==> src/hdl/symidx_pkg.sv <==
// shared constants for the symmetric index fold core
package symidx_pkg;

   // number of index fields carried on the channels
   localparam int MAX_DIMS = 6;
   // width of the same-group mask register
   localparam int MASK_BITS = MAX_DIMS - 1;
   // register stages of the sorting network, two transposition phases each
   localparam int SORT_STAGES = MAX_DIMS / 2;
   // total register stages, sort stages plus the output stage
   localparam int PIPE_STAGES = SORT_STAGES + 1;

endpackage

==> src/hdl/symmetric_index_fold_core.sv <==
// symmetric index fold core: group sort and left justification of an index tuple
//
//  channel | dir | handshake                 | payload
//  --------+-----+---------------------------+----------------------------------------
//  req     | in  | req_tvalid / req_tready   | req_tdata: index_0 .. index_5
//  rsp     | out | rsp_tvalid / rsp_tready   | rsp_tdata: packed_0 .. packed_5
//  csr     | in  | csr_valid / csr_ready     | csr_wdata: same_group_mask
//
// four register stages: three of the odd-even transposition network (two compare-exchange
// phases each) and one that forms the differences; a req word passes the sort stages and
// the difference stage before rsp is valid; one word per cycle flows unless rsp stalls.
// reset clears every stage valid bit and the mask (no groups); payload is not reset.
// each stage holds its word only while the stage after it is full and stalled, so a
// bubble anywhere lets req_tready stay high while a finished word waits on rsp.
module symmetric_index_fold_core #(
   parameter int NUM_DIMS = 6,
   parameter int INDEX_BITS = 10,
   localparam int DATA_W = ((symidx_pkg::MAX_DIMS * INDEX_BITS + 7) / 8) * 8
) (
   input  logic                             clock,
   input  logic                             reset,
   input  logic                             req_tvalid,
   output logic                             req_tready,
   input  logic [DATA_W-1:0]                req_tdata,   // index_0 .. index_5, zero fill
   output logic                             rsp_tvalid,
   input  logic                             rsp_tready,
   output logic [DATA_W-1:0]                rsp_tdata,   // packed_0 .. packed_5, zero fill
   input  logic                             csr_valid,
   output logic                             csr_ready,
   input  logic [symidx_pkg::MASK_BITS-1:0] csr_wdata    // same_group_mask
);
   import symidx_pkg::*;

   localparam int PAD_W = DATA_W - MAX_DIMS * INDEX_BITS;

   logic [MASK_BITS-1:0]  mask_ff;
   // link_w[k]: dimension k sorts together with dimension k-1
   logic [MAX_DIMS-1:0]   link_w;

   logic [INDEX_BITS-1:0] entry_w [MAX_DIMS];
   logic [INDEX_BITS-1:0] src_w   [SORT_STAGES][MAX_DIMS];
   logic [INDEX_BITS-1:0] mid_w   [SORT_STAGES][MAX_DIMS];
   logic [INDEX_BITS-1:0] srt_in  [SORT_STAGES][MAX_DIMS];
   logic [INDEX_BITS-1:0] srt_ff  [SORT_STAGES][MAX_DIMS];
   logic [INDEX_BITS-1:0] out_in  [MAX_DIMS];
   logic [INDEX_BITS-1:0] out_ff  [MAX_DIMS];

   logic [PIPE_STAGES-1:0] vld_ff;
   logic [PIPE_STAGES:0]   rdy_w;

   // configuration register, always ready
   assign csr_ready = 1'b1;

   always_ff @(posedge clock) begin
      if (reset) begin
         mask_ff <= '0;
      end else if (csr_valid) begin
         mask_ff <= csr_wdata;
      end
   end

   // mask bits at or above NUM_DIMS-1 have no dimension to link
   always_comb begin
      link_w = '0;
      for (int k = 1; k < MAX_DIMS; k++) begin
         link_w[k] = (k < NUM_DIMS) && mask_ff[k-1];
      end
   end

   // unpack the request word, dimensions past NUM_DIMS enter as zero
   always_comb begin
      for (int k = 0; k < MAX_DIMS; k++) begin
         entry_w[k] = (k < NUM_DIMS) ? req_tdata[k*INDEX_BITS +: INDEX_BITS] : '0;
      end
   end

   // odd-even transposition sort restricted to linked neighbors; every run gets at
   // least its own length in phases, which sorts it whatever parity it starts on
   always_comb begin
      for (int k = 0; k < MAX_DIMS; k++) begin
         src_w[0][k] = entry_w[k];
      end
      for (int s = 1; s < SORT_STAGES; s++) begin
         for (int k = 0; k < MAX_DIMS; k++) begin
            src_w[s][k] = srt_ff[s-1][k];
         end
      end
      for (int s = 0; s < SORT_STAGES; s++) begin
         // even phase: pairs (0,1) (2,3) (4,5)
         mid_w[s] = src_w[s];
         for (int i = 0; i < MAX_DIMS - 1; i++) begin
            if ((i % 2) == 0 && link_w[i+1] && (src_w[s][i] > src_w[s][i+1])) begin
               mid_w[s][i]   = src_w[s][i+1];
               mid_w[s][i+1] = src_w[s][i];
            end
         end
         // odd phase: pairs (1,2) (3,4)
         srt_in[s] = mid_w[s];
         for (int i = 0; i < MAX_DIMS - 1; i++) begin
            if ((i % 2) == 1 && link_w[i+1] && (mid_w[s][i] > mid_w[s][i+1])) begin
               srt_in[s][i]   = mid_w[s][i+1];
               srt_in[s][i+1] = mid_w[s][i];
            end
         end
      end
   end

   // left justification: linked dimensions keep the step from their sorted neighbor
   always_comb begin
      out_in[0] = srt_ff[SORT_STAGES-1][0];
      for (int k = 1; k < MAX_DIMS; k++) begin
         if (k >= NUM_DIMS) begin
            out_in[k] = '0;
         end else if (link_w[k]) begin
            out_in[k] = srt_ff[SORT_STAGES-1][k] - srt_ff[SORT_STAGES-1][k-1];
         end else begin
            out_in[k] = srt_ff[SORT_STAGES-1][k];
         end
      end
   end

   // a stage may load when it is empty or its word moves on this cycle
   always_comb begin
      rdy_w[PIPE_STAGES] = rsp_tready;
      for (int s = PIPE_STAGES - 1; s >= 0; s--) begin
         rdy_w[s] = !vld_ff[s] || rdy_w[s+1];
      end
   end

   assign req_tready = rdy_w[0];

   always_ff @(posedge clock) begin
      if (reset) begin
         vld_ff <= '0;
      end else begin
         if (rdy_w[0]) begin
            vld_ff[0] <= req_tvalid;
         end
         for (int s = 1; s < PIPE_STAGES; s++) begin
            if (rdy_w[s]) begin
               vld_ff[s] <= vld_ff[s-1];
            end
         end
      end
   end

   // payload registers, no reset
   always_ff @(posedge clock) begin
      for (int s = 0; s < SORT_STAGES; s++) begin
         if (rdy_w[s]) begin
            srt_ff[s] <= srt_in[s];
         end
      end
      if (rdy_w[PIPE_STAGES-1]) begin
         out_ff <= out_in;
      end
   end

   assign rsp_tvalid = vld_ff[PIPE_STAGES-1];

   // pack the result word, lowest field in the lowest bits
   for (genvar k = 0; k < MAX_DIMS; k++) begin : g_pack
      assign rsp_tdata[k*INDEX_BITS +: INDEX_BITS] = out_ff[k];
   end
   if (PAD_W > 0) begin : g_pad
      assign rsp_tdata[DATA_W-1 -: PAD_W] = '0;
   end

   // checks

   // a full pipeline with a stalled output takes no new word
   a_full_stall: assert property (@(posedge clock) disable iff (reset)
      ((&vld_ff) && !rsp_tready) |-> !req_tready)
      else $error("request taken while pipeline full and stalled");

   // a word leaving the sort network is ascending within every run
   for (genvar k = 1; k < MAX_DIMS; k++) begin : g_chk_sorted
      a_run_sorted: assert property (@(posedge clock) disable iff (reset)
         (vld_ff[SORT_STAGES-1] && link_w[k])
            |-> (srt_ff[SORT_STAGES-1][k] >= srt_ff[SORT_STAGES-1][k-1]))
         else $error("run not sorted at dimension %0d", k);
   end

   // unused dimensions always come out as zero
   for (genvar k = 0; k < MAX_DIMS; k++) begin : g_chk_unused
      if (k >= NUM_DIMS) begin : g_on
         a_unused_zero: assert property (@(posedge clock) disable iff (reset)
            rsp_tvalid |-> (out_ff[k] == '0))
            else $error("unused dimension %0d not zero", k);
      end
   end

   // nothing is valid in the cycle after reset
   a_reset_empty: assert property (@(posedge clock)
      reset |=> (vld_ff == '0))
      else $error("pipeline valid after reset");

endmodule
==> config.mk <==
export PLATFORM = sky130hd
export DESIGN_NAME = symmetric_index_fold_core
export DESIGN_NICKNAME = d
export VERILOG_FILES = /design/src/hdl/symidx_pkg.sv /design/src/hdl/symmetric_index_fold_core.sv
export SDC_FILE = /design/constraint.sdc
export NUM_CORES = 1
export LEC_CHECK = 0
export BUFFER_PORTS_ARGS = -buffer_cell sky130_fd_sc_hd__buf_2
export CORE_UTILIZATION = 55
export DETAILED_ROUTE_END_ITERATION = 12
export GPL_TIMING_DRIVEN = 1
export HOLD_SLACK_MARGIN = 0.06
export PLACE_DENSITY = 0.74
export REMOVE_ABC_BUFFERS = 1
export SLEW_MARGIN = 20
export SYNTH_ARGS = -nofsm -noshare
export SYNTH_HDL_FRONTEND = slang
export SYNTH_SLANG_ARGS = --single-unit
==> constraint.sdc <==
create_clock -name clock -period 5.35 [get_ports clock]
set_clock_uncertainty 0.2 [all_clocks]
set_input_delay 1.07 -clock clock [delete_from_list [all_inputs] [get_ports clock]]
set_output_delay 1.07 -clock clock [all_outputs]
set_load 0.1 [all_outputs]
==> results.toml <==
[placement]
placed_area_sq_um = 18700
dpl_worst_slack_ps = 208
portBuffers = 131
place_congestion = 0.892
placed_cells = 2110
place_hpwl_mm = 29.3

[route]
routed_wl_mm = 36.9
viasPerCell = 5.62
initialDrtViolationCount = 568
first_pass_iters = 5
detail_route.drc_violations = 0
ant_nets = 0
dr_total_vias = 12200
wl_per_cell_um = 17.1

[timing]
hold_viol_final = 0
worst_pin_slew_ps = 1010
slew_viol_final = 0
relSlewSlack_pct = 32.5
fmax_mhz = 220
setup_violations = 0
fin_ws_ps = 796
final.min_clock_period_ps = 4550
finalCritPeriodShare_pct = 85.1
rsz0062_at_grt = "no"

[floorplanning]
start_util_pct = 55.9
coreArea_sq_um = 31500
die_h_um = 181
die_area_sq_um = 32700
ios = 141
die_x_um = 181
rows = 65

[setup_path]
worstRegToRegCells = 15
cp-start-kind = "register"
crit_buf_inv = 3
crit_path_cell_trace = "ha_1 -> nand4_1 -> o31a_1 -> and2_1 -> buf_4 -> a21oi_1 -> inv_1 -> ha_1 -> nand2_1 -> or2_2 -> a21o_1 -> o211ai_1 -> o311ai_4 -> buf_4 -> mux2i_1"
worstSetupPathType = "reg -> reg"
cp_top_family = "compound AO/OA/AOI/OAI gates"
slowest_stage = "o31a_1"
crit_fanout = 20
rrSetupSlack_ps = 800
max_stage_delay_ps = 470
cp.arrival_ps = 4610
critPathLaunch = "srt_ff[0][99]$_DFFE_PP_"
worstReg2RegStart = "srt_ff[0][99]$_DFFE_PP_"
cp.required_ps = 5410
cp-end-kind = "register"
cp_num_cells = 15

[synth]
yosysTopAreaCell = "edfxtp_1"
synthesis.area_sq_um = 17600
syn_inst = 1602
synth_edf_count = 240
synth_seq_cells = 249
netlist.area_leader.share_pct = 41.0
ys.flop_type = "edfxtp_1"
synth.avg_cell_area_sq_um = 11.0
yosysUniqueCellTypes = 64
synthArstFlopShare_pct = 0
synth_area_leaders = "edfxtp_1 41%, ha_1 14%, mux2_2 7.8%"
seq_area_frac_synth_pct = 42.0
yosys_warnings = 0

[global_routing]
grt_max_degree = 61
grt_usage_pct = 22.8
grt_overflow = 0
antenna_found_initial = 0
grt_pass1_wl_mm = 59.7
grt_pass1_vias = 11900

[clocking]
path_clk_slew_ps = 60
htree_levels = 1
clockRootBuffer = "clkbuf_16"
cts_tree = "built"
cts_hold_buffers = 0
cts_buffer_depth = 3
cts_inserted_buffers = 28
clk_latency_ps = 550
cts_resized = 0
postCtsSetupRepairBufs = 0
clock_sinks = 249

[power]
power.density_nw_per_um2 = 416
vdd_drop_max_v = 0.000342
fin_total_pwr_mw = 8.19
p_leak_nw = 8.87

[job]
cap_violations = 0

[min_path]
min_path_cells = 0
min-delay-start = "srt_ff[0][177]$_DFFE_PP_"
hp-class = "reg -> reg"

[cells_and_area]
fin_area_sq_um = 19700
drive_above_1_share_pct = 22.2
instances_no_fill = 2163
post-route-util_pct = 62.5
nets = 2012
syn_to_final_growth_pct = 11.9

[outcome]
outcome = "finished clean"
[synth_stat cells, types with 6 or more instances]
library cell and number:
clkbuf_1 20, inv_1 220, buf_4 8, o21a_1 8, mux2_2 121, o2111ai_1 9
a21oi_1 74, dfxtp_1 9, mux2_4 32, or2_2 6, o21ai_0 113, a31oi_1 8
nand2_1 75, and3_1 6, ha_1 195, edfxtp_1 240, nor2_1 83, or3_1 10
xnor2_1 11, nand4_1 14, mux2i_1 124, nor3_1 7, buf_2 19, and4_1 10
o211a_1 6, a21o_1 9, nand3_1 22, nor2b_1 30, a211oi_1 11, a31o_2 10
xor2_1 9
[logic make-up (layout without fill, tap and decap cells)]
kind of cell,after synthesis,in the layout,synth area share (%)
AOI/OAI and AO/OA,297,297,10.6
and+or+nand+nor,283,283,7.94
muxes,278,278,17.6
buffers and inverters,273,428,6.31
DFF,249,249,42.0
adders and majority gates,200,200,14.4
xor gates and xnor gates,20,20,0.996
other,2,6,0.0427
[cell usage in the layout (no fill, tap or decap), types with 6 or more instances in the layout]
| master | Yosys | routed |
|---|---|---|
| a211oi_1 | 11 | 11 |
| a21o_1 | 9 | 9 |
| a21oi_1 | 74 | 74 |
| a31o_2 | 10 | 10 |
| a31oi_2 | 1 | 7 |
| and3_1 | 6 | 6 |
| and4_1 | 10 | 10 |
| buf_2 | 19 | 131 |
| buf_4 | 8 | 25 |
| clkbuf_16 | 0 | 29 |
| clkinv_2 | 0 | 8 |
| dfxtp_1 | 9 | 9 |
| edfxtp_1 | 240 | 240 |
| ha_1 | 195 | 195 |
| inv_1 | 220 | 218 |
| mux2_2 | 121 | 121 |
| mux2_4 | 32 | 32 |
| mux2i_1 | 124 | 124 |
| nand2_1 | 75 | 73 |
| nand3_1 | 22 | 22 |
| nand4_1 | 14 | 14 |
| nor2_1 | 83 | 83 |
| nor2b_1 | 30 | 30 |
| nor3_1 | 7 | 7 |
| o2111ai_1 | 9 | 9 |
| o211a_1 | 6 | 6 |
| o21a_1 | 8 | 8 |
| o21ai_0 | 113 | 113 |
| or2_2 | 6 | 6 |
| or3_1 | 10 | 10 |
| xnor2_1 | 11 | 11 |
| xor2_1 | 9 | 9 |
[sequential cells by signal, indices dropped and copies added, names as in the netlist]
signal / flops
rsp_tdata: 60
mask_ff: 5
srt_ff: 180
vld_ff: 4
[final timing paths]
kind / to
min reg2reg: rsp_tdata[7]$_DFFE_PP_
max reg2reg: srt_ff[0][146]$_DFFE_PP_
min: rsp_tdata[7]$_DFFE_PP_
max: srt_ff[0][146]$_DFFE_PP_
[metrics by stage]
| stage | hold slack (ps) | TNS (ps) |
|---|---|---|
| floorplan | 226 | -79340 |
| global placement | 234 | 0 |
| detailed placement | 252 | 0 |
| CTS | 268 | 0 |
| global route | 276 | 0 |
| finish | 272 | 0 |
[layout make-up]
cell class                      instances  area (sq um)
Fill cell                            2554         11800
Multi-Input combinational cell       1083          9180
Sequential cell                       249          7390
Timing Repair Buffer                  156           843
Inverter                              220           828
Clock buffer                           39           813
Tap cell                              402           503
Clock inverter                         13           111
Antenna cell                            1          2.50
[report_power, final]
group / internal [mW] / switching, mW
registers: 2.60 / 0.234
logic: 1.12 / 2.35
clock network: 1.15 / 0.738
total: 4.87 / 3.32
[metal layers]
layer  wire length [um]  up-vias  track usage [%]
met1              16800     5726             29.8
met5                  0        -                0
met4               1030        0             7.04
li1                   -     6120                -
met2              17700      254             39.6
met3               1310       61             2.68
(Power assumes the default switching activity.)
